**config.mk**
```make
export PLATFORM = sky130hd
export DESIGN_NAME = status_led_color_priority
export DESIGN_NICKNAME = d
export VERILOG_FILES = /design/src/rtl/slcp_pkg.sv /design/src/rtl/status_led_color_priority.sv /design/src/rtl/slcp_ctrl.sv /design/src/rtl/slcp_dp.sv
export SDC_FILE = /design/constraint.sdc
export NUM_CORES = 1
export LEC_CHECK = 0
export BUFFER_PORTS_ARGS = -buffer_cell sky130_fd_sc_hd__buf_2
export CORE_ASPECT_RATIO = 0.9
export CORE_MARGIN = 5
export CORE_UTILIZATION = 35
export CTS_CLUSTER_DIAMETER = 200
export DETAILED_ROUTE_END_ITERATION = 8
export PLACE_DENSITY = 0.55
export SYNTH_ARGS = -nofsm -noshare
export SYNTH_HDL_FRONTEND = slang
export SYNTH_SLANG_ARGS = --single-unit
```
**constraint.sdc**
```tcl
create_clock -name clk -period 9.1 [get_ports clk]
set_input_delay 1.82 -clock clk [delete_from_list [all_inputs] [get_ports clk]]
set_output_delay 1.82 -clock clk [all_outputs]
set_load 0.02 [all_outputs]
```
**src/rtl/slcp_pkg.sv**
```systemverilog
// slcp_pkg: shared types and constants for the status LED colour priority block
// used by slcp_ctrl, slcp_dp and status_led_color_priority; no dependencies
package slcp_pkg;

  typedef enum logic [2:0] {
    S_IDLE,
    S_EVAL,
    S_INIT_A,
    S_DIV_A,
    S_INIT_B,
    S_DIV_B,
    S_FIN
  } state_t;

  typedef enum logic [2:0] {
    CAT_VIOLET,
    CAT_FLASH_DIM,
    CAT_FLASH_BRIGHT,
    CAT_HOTEND,
    CAT_BED,
    CAT_PAUSED,
    CAT_WHITE
  } cat_t;

  // controller to datapath
  typedef struct packed {
    logic load;      // capture the input beat
    logic eval;      // run the priority chain, update fan and flash state
    logic div_init;  // load the divider for one ramp
    logic top_b;     // second hotend ramp (blue) instead of the first
    logic div_step;  // one quotient bit
    logic commit;    // deliver the colour if it changed
  } cmd_t;

  // datapath to controller
  typedef struct packed {
    logic auto_on;
    logic need_ramp;
    logic two_ramps;
    logic div_last;
    logic fin_ok;
  } sts_t;

  localparam int unsigned REG_AUTO     = 0;
  localparam int unsigned REG_HOT_HYST = 1;
  localparam int unsigned REG_BED_HYST = 2;
  localparam int unsigned REG_FLASH_SH = 3;

  localparam logic [6:0] TOP_HOT_G = 7'd96;
  localparam logic [6:0] TOP_HOT_B = 7'd32;
  localparam logic [6:0] TOP_BED   = 7'd64;

  localparam logic [23:0] COL_VIOLET = 24'hFF00FF;
  localparam logic [23:0] COL_DIM    = 24'h40407F;
  localparam logic [23:0] COL_BRIGHT = 24'h4040FF;
  localparam logic [23:0] COL_PAUSED = 24'h20FF20;
  localparam logic [23:0] COL_WHITE  = 24'hFFFFFF;

endpackage

```
**src/rtl/status_led_color_priority.sv**
```systemverilog
// status_led_color_priority: top level, joins the sequencer and the datapath
// depends on slcp_pkg, slcp_ctrl and slcp_dp
//
//  channel  direction  signals                                         handshake
//  in       input      homing paused fan_event hotend_* bed_*          in_valid/in_ready
//  out      output     red green blue                                  out_valid/out_ready
//  cfg      input      cfg_index cfg_data                              cfg_we, no wait
//
// one tick at a time: accept, evaluate, then deliver (manual mode ends after the
// evaluation); a bed ramp adds one 7-step restoring division and a hotend ramp
// two, both done in the shared divider
// synchronous active-low reset: control and config registers to defaults, recorded colour cleared to off
// a changed colour waits in the last step while the output register holds an
// untaken beat; no new tick is taken until it moves on
module status_led_color_priority import slcp_pkg::*; #(
  parameter int TEMP_WIDTH = 11
) (
  input  logic                  clk,
  input  logic                  rst_n,
  input  logic                  cfg_we,
  input  logic [1:0]            cfg_index,
  input  logic [7:0]            cfg_data,
  input  logic                  in_valid,
  output logic                  in_ready,
  input  logic                  in_homing,
  input  logic                  in_paused,
  input  logic                  in_fan_event,
  input  logic [TEMP_WIDTH-1:0] in_hotend_target,
  input  logic [TEMP_WIDTH-1:0] in_hotend_now,
  input  logic [TEMP_WIDTH-1:0] in_bed_target,
  input  logic [TEMP_WIDTH-1:0] in_bed_now,
  output logic                  out_valid,
  input  logic                  out_ready,
  output logic [7:0]            out_red,
  output logic [7:0]            out_green,
  output logic [7:0]            out_blue
);

  cmd_t cmd;
  sts_t sts;

  slcp_ctrl u_ctrl (
    .clk      (clk),
    .rst_n    (rst_n),
    .in_valid (in_valid),
    .in_ready (in_ready),
    .sts      (sts),
    .cmd      (cmd)
  );

  slcp_dp #(
    .TEMP_WIDTH (TEMP_WIDTH)
  ) u_dp (
    .clk              (clk),
    .rst_n            (rst_n),
    .cfg_we           (cfg_we),
    .cfg_index        (cfg_index),
    .cfg_data         (cfg_data),
    .in_homing        (in_homing),
    .in_paused        (in_paused),
    .in_fan_event     (in_fan_event),
    .in_hotend_target (in_hotend_target),
    .in_hotend_now    (in_hotend_now),
    .in_bed_target    (in_bed_target),
    .in_bed_now       (in_bed_now),
    .cmd              (cmd),
    .sts              (sts),
    .out_valid        (out_valid),
    .out_ready        (out_ready),
    .out_red          (out_red),
    .out_green        (out_green),
    .out_blue         (out_blue)
  );

endmodule

```
**src/rtl/slcp_ctrl.sv**
```systemverilog
// slcp_ctrl: sequencer for one tick: evaluate, up to two serial ramp divisions,
// then deliver; depends on slcp_pkg
module slcp_ctrl import slcp_pkg::*; (
  input  logic clk,
  input  logic rst_n,
  input  logic in_valid,
  output logic in_ready,
  input  sts_t sts,
  output cmd_t cmd
);

  state_t state_r, state_nxt;

  always_ff @(posedge clk) begin
    if (!rst_n) begin
      state_r <= S_IDLE;
    end else begin
      state_r <= state_nxt;
    end
  end

  always_comb begin
    state_nxt = state_r;
    case (state_r)
      S_IDLE: begin
        if (in_valid) state_nxt = S_EVAL;
      end
      S_EVAL: begin
        if (!sts.auto_on) state_nxt = S_IDLE;
        else if (sts.need_ramp) state_nxt = S_INIT_A;
        else state_nxt = S_FIN;
      end
      S_INIT_A: state_nxt = S_DIV_A;
      S_DIV_A: begin
        if (sts.div_last) state_nxt = sts.two_ramps ? S_INIT_B : S_FIN;
      end
      S_INIT_B: state_nxt = S_DIV_B;
      S_DIV_B: begin
        if (sts.div_last) state_nxt = S_FIN;
      end
      S_FIN: begin
        if (sts.fin_ok) state_nxt = S_IDLE;
      end
      default: state_nxt = S_IDLE;
    endcase
  end

  always_comb begin
    cmd      = '0;
    in_ready = 1'b0;
    case (state_r)
      S_IDLE: begin
        in_ready = 1'b1;
        cmd.load = in_valid;
      end
      S_EVAL:   cmd.eval = 1'b1;
      S_INIT_A: cmd.div_init = 1'b1;
      S_DIV_A:  cmd.div_step = 1'b1;
      S_INIT_B: begin
        cmd.div_init = 1'b1;
        cmd.top_b    = 1'b1;
      end
      S_DIV_B:  cmd.div_step = 1'b1;
      S_FIN:    cmd.commit = sts.fin_ok;
      default:  cmd = '0;
    endcase
  end

endmodule

```
**src/rtl/slcp_dp.sv**
```systemverilog
// slcp_dp: datapath with config registers, fan and flash state, shortfall
// ramps on a restoring divider, colour mux and output register; uses slcp_pkg
module slcp_dp import slcp_pkg::*; #(
  parameter int TEMP_WIDTH = 11
) (
  input  logic                  clk,
  input  logic                  rst_n,
  input  logic                  cfg_we,
  input  logic [1:0]            cfg_index,
  input  logic [7:0]            cfg_data,
  input  logic                  in_homing,
  input  logic                  in_paused,
  input  logic                  in_fan_event,
  input  logic [TEMP_WIDTH-1:0] in_hotend_target,
  input  logic [TEMP_WIDTH-1:0] in_hotend_now,
  input  logic [TEMP_WIDTH-1:0] in_bed_target,
  input  logic [TEMP_WIDTH-1:0] in_bed_now,
  input  cmd_t                  cmd,
  output sts_t                  sts,
  output logic                  out_valid,
  input  logic                  out_ready,
  output logic [7:0]            out_red,
  output logic [7:0]            out_green,
  output logic [7:0]            out_blue
);

  localparam int TW = TEMP_WIDTH;
  localparam int CW = (TW > 11) ? TW : 11;
  localparam int NW = TW + 8;

  // configuration
  logic       auto_r;
  logic [7:0] hot_hyst_r, bed_hyst_r;
  logic [2:0] flash_sh_r;

  always_ff @(posedge clk) begin
    if (!rst_n) begin
      auto_r     <= 1'b1;
      hot_hyst_r <= 8'd12;
      bed_hyst_r <= 8'd12;
      flash_sh_r <= 3'd2;
    end else if (cfg_we) begin
      case (32'(cfg_index))
        REG_AUTO:     auto_r     <= cfg_data[0];
        REG_HOT_HYST: hot_hyst_r <= cfg_data;
        REG_BED_HYST: bed_hyst_r <= cfg_data;
        REG_FLASH_SH: flash_sh_r <= cfg_data[2:0];
        default: ;
      endcase
    end
  end

  // captured input beat
  logic          homing_r, paused_r, fan_ev_r;
  logic [TW-1:0] ht_r, hn_r, bt_r, bn_r;

  always_ff @(posedge clk) begin
    if (cmd.load) begin
      homing_r <= in_homing;
      paused_r <= in_paused;
      fan_ev_r <= in_fan_event;
      ht_r     <= in_hotend_target;
      hn_r     <= in_hotend_now;
      bt_r     <= in_bed_target;
      bn_r     <= in_bed_now;
    end
  end

  // priority chain
  logic          pend_eff;
  logic [9:0]    cnt_eff;
  logic [TW-1:0] hdiff, bdiff, hot_hyst_x, bed_hyst_x;
  logic          hot_short, bed_short;
  cat_t          cat_nxt;

  assign hot_hyst_x = TW'(hot_hyst_r);
  assign bed_hyst_x = TW'(bed_hyst_r);
  assign hdiff      = ht_r - hn_r;
  assign bdiff      = bt_r - bn_r;
  assign hot_short  = (ht_r >= hn_r) && (hdiff >= hot_hyst_x);
  assign bed_short  = (bt_r >= bn_r) && (bdiff >= bed_hyst_x);

  logic       fan_pend_r;
  logic [9:0] flash_cnt_r;

  assign pend_eff = fan_pend_r | fan_ev_r;
  assign cnt_eff  = pend_eff ? (10'd4 << flash_sh_r) : flash_cnt_r;

  always_comb begin
    if (homing_r) cat_nxt = CAT_VIOLET;
    else if (cnt_eff != 10'd0) cat_nxt = cnt_eff[flash_sh_r] ? CAT_FLASH_DIM : CAT_FLASH_BRIGHT;
    else if (hot_short) cat_nxt = CAT_HOTEND;
    else if (bed_short) cat_nxt = CAT_BED;
    else if (paused_r) cat_nxt = CAT_PAUSED;
    else cat_nxt = CAT_WHITE;
  end

  always_ff @(posedge clk) begin
    if (!rst_n) begin
      fan_pend_r  <= 1'b0;
      flash_cnt_r <= 10'd0;
    end else if (cmd.eval) begin
      if (!auto_r || homing_r) begin
        fan_pend_r <= pend_eff;
      end else begin
        fan_pend_r  <= 1'b0;
        flash_cnt_r <= (cnt_eff != 10'd0) ? cnt_eff - 10'd1 : cnt_eff;
      end
    end
  end

  // ramp operands
  cat_t          cat_r;
  logic [TW-1:0] e_r;
  logic [10:0]   span_r;

  always_ff @(posedge clk) begin
    if (cmd.eval) begin
      cat_r <= cat_nxt;
      if (cat_nxt == CAT_HOTEND) begin
        e_r    <= hdiff - hot_hyst_x;
        span_r <= 11'({hot_hyst_r, 2'b00}) + 11'(hot_hyst_r);
      end else begin
        e_r    <= bdiff - bed_hyst_x;
        span_r <= 11'({bed_hyst_r, 1'b0}) + 11'(bed_hyst_r);
      end
    end
  end

  // restoring divider: ceil(e * top / span), quotient fits 7 bits when e < span
  logic [6:0]    top_r, q_r, ramp_a_r, ramp_now;
  logic [NW-1:0] rem_r, prod, div_sh;
  logic [2:0]    cnt_r;
  logic          e_zero, e_big;

  always_comb begin
    case (cat_r)
      CAT_HOTEND: prod = cmd.top_b ? (NW'(e_r) << 5) : ((NW'(e_r) << 6) + (NW'(e_r) << 5));
      default:    prod = NW'(e_r) << 6;
    endcase
  end

  assign div_sh = NW'(span_r) << cnt_r;

  always_ff @(posedge clk) begin
    if (cmd.div_init) begin
      rem_r <= prod + NW'(span_r) - NW'(1);
      q_r   <= 7'd0;
      cnt_r <= 3'd6;
      if (cat_r == CAT_HOTEND) top_r <= cmd.top_b ? TOP_HOT_B : TOP_HOT_G;
      else top_r <= TOP_BED;
      if (cmd.top_b) ramp_a_r <= ramp_now;
    end else if (cmd.div_step) begin
      if (rem_r >= div_sh) begin
        rem_r     <= rem_r - div_sh;
        q_r[cnt_r] <= 1'b1;
      end
      cnt_r <= cnt_r - 3'd1;
    end
  end

  assign e_zero   = (e_r == '0);
  assign e_big    = (CW'(e_r) >= CW'(span_r));
  assign ramp_now = e_zero ? top_r : (e_big ? 7'd0 : top_r - q_r);

  // colour and delivery
  logic [23:0] color, shown_r;
  logic [7:0]  g_hot;
  logic        out_valid_r, load_out;
  logic [7:0]  red_r, green_r, blue_r;

  assign g_hot = 8'd32 + 8'(ramp_a_r);

  always_comb begin
    case (cat_r)
      CAT_VIOLET:       color = COL_VIOLET;
      CAT_FLASH_DIM:    color = COL_DIM;
      CAT_FLASH_BRIGHT: color = COL_BRIGHT;
      CAT_HOTEND:       color = {8'hFF, g_hot, 8'(ramp_now)};
      CAT_BED:          color = {8'hFF, 8'(ramp_now), 8'(ramp_now)};
      CAT_PAUSED:       color = COL_PAUSED;
      CAT_WHITE:        color = COL_WHITE;
      default:          color = COL_WHITE;
    endcase
  end

  assign load_out = cmd.commit && (color != shown_r);

  always_ff @(posedge clk) begin
    if (!rst_n) begin
      shown_r     <= 24'd0;
      out_valid_r <= 1'b0;
    end else begin
      if (load_out) begin
        shown_r     <= color;
        out_valid_r <= 1'b1;
      end else if (out_ready) begin
        out_valid_r <= 1'b0;
      end
    end
  end

  always_ff @(posedge clk) begin
    if (load_out) begin
      red_r   <= color[23:16];
      green_r <= color[15:8];
      blue_r  <= color[7:0];
    end
  end

  assign out_valid = out_valid_r;
  assign out_red   = red_r;
  assign out_green = green_r;
  assign out_blue  = blue_r;

  assign sts.auto_on   = auto_r;
  assign sts.need_ramp = (cat_nxt == CAT_HOTEND) || (cat_nxt == CAT_BED);
  assign sts.two_ramps = (cat_r == CAT_HOTEND);
  assign sts.div_last  = (cnt_r == 3'd0);
  assign sts.fin_ok    = (color == shown_r) || !out_valid_r || out_ready;

  // a delivered beat carries the colour now recorded as shown
  a_out_shown: assert property (@(posedge clk) disable iff (!rst_n)
    load_out |=> out_valid_r && ({red_r, green_r, blue_r} == shown_r))
    else $error("output beat differs from shown colour");

  // the flash counter never exceeds its longest reload
  a_flash_max: assert property (@(posedge clk) disable iff (!rst_n)
    flash_cnt_r <= 10'd512)
    else $error("flash counter out of range");

  // manual mode leaves the flash counter alone
  a_manual_hold: assert property (@(posedge clk) disable iff (!rst_n)
    (cmd.eval && !auto_r) |=> $stable(flash_cnt_r))
    else $error("flash counter moved in manual mode");

  // an unchanged colour is never delivered again
  a_no_repeat: assert property (@(posedge clk) disable iff (!rst_n)
    load_out |-> (color != shown_r))
    else $error("repeated colour delivered");

endmodule

```
==> Word-level counts from Yosys, hierarchy flattened <==
Index checks and enable logic that the tools add are counted.
{ "word_totals": {"reg_bits": 198, "latchBits": 0, "mem_bits_rw": 0, "romBits": 0, "inputBits": 62, "output_inout_bits": 26, "wordCells": 148, "memories": 0} }
{ "op_classes": {"addsub": 14, "mul": 0, "div": 0, "n_lt_le_gt_ge": 9, "eq_ne": 22, "shift": 2, "mux": 41, "bitwise_logic": 3, "reduce_logical": 30} }
{ "ops": {"columns": ["cell", "count"], "rows": [
  ["24-bit one-hot mux with 6 select lines", 1],
  ["19-bit 2-to-1 mux", 5],
  ["11-bit greater-or-equal comparator", 3],
  ["3-bit 2-to-1 mux", 10],
  ["24-bit == test", 1],
  ["24-bit != test", 1],
  ["11-bit by 8-bit greater-or-equal comparator with 1-bit output", 2],
  ["11-bit 2-to-1 mux", 2],
  ["11-bit subtractor", 2],
  ["11-bit by 8-bit subtractor with 11-bit output", 2],
  ["7-bit 2-to-1 mux", 3],
  ["3-bit one-hot mux with 7 select lines", 1],
  ["10-bit 2-to-1 mux", 2],
  ["19-bit by 11-bit adder with 19-bit output", 1],
  ["19-bit greater-or-equal comparator", 1],
  ["11-bit by 3-bit left shift with 19-bit output", 1],
  ["19-bit by 1-bit subtractor with 19-bit output (second input constant)", 1],
  ["19-bit subtractor", 1],
  ["17-bit by 16-bit adder with 18-bit output", 1],
  ["3-bit == test (second input constant)", 6],
  ["2-bit AND reduction", 8],
  ["3-bit by 2-bit == test with 1-bit output (second input constant)", 5],
  ["1-bit 2-to-1 mux", 12],
  ["10-bit by 8-bit adder with 11-bit output", 1],
  ["other kinds (30)", 48]
]} }

==> Logic depth before layout (Yosys ltp) <==
{ "depth": {"ltp_word": 12, "depth_mapped": 21, "depth_no_buf": 19} }

==> Modules after synthesis <==
A second synthesis with hierarchy kept.
{ "hier_totals": {"hier_cells": 1522, "hier_area_um2": 13666.9} }
{ "modules_own_cells": {"columns": ["mod", "instances", "cells_per_inst", "area_each_um2"], "rows": [
  ["slcp_dp", 1, 1482, 13397.8],
  ["slcp_ctrl", 1, 40, 269.0]
]} }

==> Worst setup path before layout <==
Ideal clock, no wire load.
{ "synth_path": {"kind": "register -> register", "start": "reg u_ctrl.state_r[2]", "end": "reg u_dp.rem_r[18] (data pin)", "t_arrival_ns": 4.183, "setup_slack_ns": 4.658, "stages_incl_launch_ff": 20, "synth_period_minus_slack_ns": 4.442, "path_cell_list": "dfxtp_1 clkbuf_1 nand2_1 nor2_1 clkbuf_1 buf_1 nand2_1 o211ai_1 o21ai_0 ha_1 inv_1 ha_1 and2_1 a31o_2 a31oi_1 o221ai_1 o41ai_1 o21ai_0 xor2_1 mux2_2"} }
{ "synth_between": {"elab_chain_cells": 7} }
{ "synth_lines": {"columns": ["element", "line_no", "rtl"], "rows": [
  ["start: declaration", "slcp_ctrl.sv:12", "state_t state_r, state_nxt;"],
  ["start signal: assignment", "slcp_ctrl.sv:18", "state_r <= state_nxt;"],
  ["3-bit == test", "slcp_ctrl.sv:51", "case (state_r)"],
  ["1-bit 2-to-1 mux", "slcp_ctrl.sv:51", null],
  ["19-bit 2-to-1 mux", "slcp_dp.sv:138", "CAT_HOTEND: prod = cmd.top_b ? (NW'(e_r) << 5) : ((NW'(e_r) << 6) + (NW'(e_r) << 5));"],
  ["19-bit 2-to-1 mux", "slcp_dp.sv:137", "case (cat_r)"],
  ["19-bit by 11-bit adder with 19-bit output", "slcp_dp.sv:147", "rem_r <= prod + NW'(span_r) - NW'(1);"],
  ["19-bit by 1-bit subtractor with 19-bit output", "slcp_dp.sv:147", null],
  ["19-bit 2-to-1 mux *", "slcp_dp.sv:146", "if (cmd.div_init) begin"],
  ["end signal: assignment", "slcp_dp.sv:147", null],
  ["end signal: assignment", "slcp_dp.sv:155", "rem_r <= rem_r - div_sh;"],
  ["end: declaration", "slcp_dp.sv:132", "logic [NW-1:0] rem_r, prod, div_sh;"]
]} }
Every way passes the cells marked *; elsewhere a longest branch is shown, timed or not.
A chain may end at the register's enable or synchronous reset.

==> Final worst setup path <==
{ "layout_path": {"start": "reg u_dp.cat_r[0]", "end": "reg u_dp.rem_r[18] (data pin)"} }
{ "layout_between": {"elab_chain_cells": 5} }
{ "layout_lines": {"columns": ["element", "line_no", "rtl"], "rows": [
  ["start: declaration", "slcp_dp.sv:113", "cat_t cat_r;"],
  ["start signal: assignment", "slcp_dp.sv:119", "cat_r <= cat_nxt;"],
  ["3-bit by 2-bit == test with 1-bit output", "slcp_dp.sv:137", null],
  ["19-bit 2-to-1 mux", "slcp_dp.sv:137", null],
  ["19-bit by 11-bit adder with 19-bit output", "slcp_dp.sv:147", null],
  ["19-bit by 1-bit subtractor with 19-bit output", "slcp_dp.sv:147", null],
  ["19-bit 2-to-1 mux", "slcp_dp.sv:146", null]
]} }
No other way between the ends.

==> flow_metrics.tcl <==
set metrics [dict create \
    syn-cell-area_um2 13800 \
    layout.cells.most_common "nand2_1" \
    start_util_pct 35.2 \
    grt_overflow 0 \
    cp_slowest_cell "edfxtp_1" \
    antenna_found_initial 2 \
    ctsResizeCount 0 \
    drt-initial-drc-count 698 \
    max_slew_margin_pct 31.7 \
    viasPerCell 5.26 \
    syn_inst 1540 \
    ant_nets 0 \
    area.growth.synth_to_final_pct 10.9 \
    firstDrtPassIters 5 \
    layout_min_cycle_time_ns 4.64 \
    port_buffers 87 \
    r2r_setup_slack_ns 4.46 \
    post_cts_buffers 0 \
    ys_ff_latch 183 \
    root_buffer "clkbuf_16" \
    path_class "reg2reg" \
    end_kind "flop" \
    pin_count 88 \
    start_kind "flop" \
    placedCellCount 2109 \
    fin_crit_sh_pct 51.0 \
    place.gp.congestion 0.908 \
    fp.dieW_um 219 \
    final_cells 2141 \
    ys_seq_area_share_pct 35.2 \
    vias 11300 \
    setup_viol 0 \
    wl_um 36400 \
    drive_gt1_share_pct 11.1 \
    grt_pass1_vias 10900 \
    row_count 69 \
    timing.rr.start "u_dp.cat_r[0]$_DFFE_PP_" \
    drv_slew 0 \
    syn_avg_cell_area_um2 8.95 \
    ys_types 80 \
    clk_latency_ns 0.47 \
    hold_class "reg2reg" \
    track_usage_pct 16.8 \
    drv_cap 0 \
    netlist_top_cells_area "edfxtp_1 26%, ha_1 12%, dfxtp_1 9.3%, a21oi_1 4.4%, o21ai_0 3.5%" \
    layout_common_cells "128 x nand2_1, 127 x ha_1, 122 x a21oi_1" \
    grt_max_degree 48 \
    worstMarginPinSlew_ns 1.02 \
    cts_tree "built" \
    ctsHoldBuffers 0 \
    synth_top_area_share_pct 25.9 \
    power_density_nw_per_um2 404 \
    crit_family "compound AO/OA/AOI/OAI gates" \
    synth_edf_count 119 \
    crit_path_max_incr_delay_ns 1.03 \
    critPathMaxFanout 34 \
    crit_chain "nand3b_1 -> buf_4 -> inv_1 -> o211ai_1 -> o21ai_0 -> ha_1 -> inv_1 -> ha_1 -> and2_1 -> a31o_2 -> a31oi_1 -> o221ai_1 -> o41ai_1 -> o21ai_0 -> xor2_1 -> mux2_2" \
    cp.depth 16 \
    peakVddDrop_v 0.000180 \
    fin_setup_tns_ns 0 \
    drt-wirelength-per-cell_um 17.0 \
    worstPathRequired_ns 9.32 \
    rsz0062_at_grt "false" \
    syn_nets 1738 \
    clkTransAtPathRegs_ns 0.08 \
    cts_max_level 4 \
    grt_pass1_wl_um 58200 \
    cts.path.max_buffers 2 \
    ys_warn_count 0 \
    p_leak_nw 6.24 \
    timing.fmax_mhz 216 \
    numClockSinks 183 \
    endpoint "u_dp.rem_r[18]$_DFFE_PP_" \
    synth-async-reset-ratio_pct 0 \
    yosys.area.top_type "edfxtp_1" \
    crit_start "u_dp.cat_r[0]$_DFFE_PP_" \
    arrival_ns 4.86 \
    cts_buffers 17 \
    ff2ff_path_depth 16 \
    outcome "finished, final reports clean" \
    fin_nets 1794 \
    core-area_um2 39200 \
    die_y_um 198 \
    die_area_um2 43500 \
    fin_skew_ns 0.0201 \
    rr_endpoint "u_dp.rem_r[18]$_DFFE_PP_" \
    drc 0 \
    hpwlAfterDp_um 28500 \
    critPathBufInv 3 \
    final_hold_viol_count 0 \
    n_antenna_cell 0 \
    synth-main-ff-cell "edfxtp_1" \
]
-- worst min-delay path by stage --
stage	depth (start not counted)	endpoint	from
6_report	2	u_dp.q_r[5]$_SDFFE_PN0P_	u_dp.q_r[5]$_SDFFE_PN0P_
5_1_grt	2	u_dp.q_r[5]$_SDFFE_PN0P_	u_dp.q_r[5]$_SDFFE_PN0P_
4_1_cts	2	u_dp.q_r[5]$_SDFFE_PN0P_	u_dp.q_r[5]$_SDFFE_PN0P_
3_5_place_dp	2	u_dp.q_r[5]$_SDFFE_PN0P_	u_dp.q_r[5]$_SDFFE_PN0P_
3_3_place_gp	2	u_dp.q_r[5]$_SDFFE_PN0P_	u_dp.q_r[5]$_SDFFE_PN0P_
2_1_floorplan	2	u_dp.q_r[5]$_SDFFE_PN0P_	u_dp.q_r[5]$_SDFFE_PN0P_
-- report_power, final --
group          internal [mW]  switching [mW]  total (mW)  leakage, nW
Clock                  0.370           0.373       0.743        0.275
Sequential              1.25           0.198        1.45         1.62
Combinational           1.59            2.39        3.98         4.34
Total                   3.21            2.96        6.17         6.24
-- metrics by stage --
stage	power, mW	util (%)	hold slack, ns	cell area [um2]	setup WS [ns]
2_1_floorplan	4.44	-	0.420	13800	4.66
3_3_place_gp	5.39	37.5	0.442	14700	4.56
3_5_place_dp	5.41	37.5	0.448	14700	4.52
4_1_cts	6.18	39.0	0.465	15300	4.50
5_1_grt	6.73	39.0	0.514	15300	4.07
6_report	6.17	39.0	0.463	15300	4.46
-- cell usage after synthesis (9+ instances only) --
master	instances
a21oi_1	122
nor2_1	121
fa_1	9
ha_1	127
xor2_1	38
xnor2_1	51
a21o_1	32
and2_1	9
clkbuf_1	43
mux2i_1	43
a211oi_1	21
nor2b_1	19
o21ai_0	97
edfxtp_1	119
nand4_1	21
a31oi_1	20
inv_1	119
dfxtp_1	64
o21bai_1	16
or3_1	10
o21a_1	13
o211ai_1	14
nor3_2	20
nor3_1	32
nand3_1	44
buf_2	9
nand2_1	128
nand2b_1	21
-- layer usage --
metal  global-route usage [%]  up-vias  wire length [um]
met3                     3.20       40              1590
met1                     24.2     5254             17900
met4                     4.81        2               709
li1                         -     5722                 -
met2                     25.8      252             16100
met5                        0        -                13
-- tightest hold or removal path, stage by stage (launching register included) --
cell     delay [ns]
dfxtp_1        0.33
nand2_1        0.05
o41ai_1        0.05
-- cell type report --
cell class                 instances  area (um2)
sequential                       183        4850
multi-input combinational       1171        8190
clock inverter                    14         133
clock buffer                      18         439
timing repair buffer             101         541
tap                              532         666
inverter                         122         458
fill                            3999       23900
-- state kept, by name, indices dropped and copies added, names as in the netlist, 10 cells and up --
name / count
u_dp.bn_r: 11
u_dp.bt_r: 11
u_dp.e_r: 11
u_dp.flash_cnt_r: 10
u_dp.hn_r: 11
u_dp.ht_r: 11
u_dp.rem_r: 19
u_dp.shown_r: 19
u_dp.span_r: 11
-- kinds of logic after synthesis --
logic type,Yosys count,share of synthesized area (%)
buffers and inverters,186,5.45
DFF,183,35.2
and+or+nand+nor,472,17.2
AOI/OAI and AO/OA,423,19.6
muxes,51,3.97
xor gates and xnor gates,89,5.65
adders and majority gates,136,12.8
Note: power is estimated with default switching activity, not from simulation.
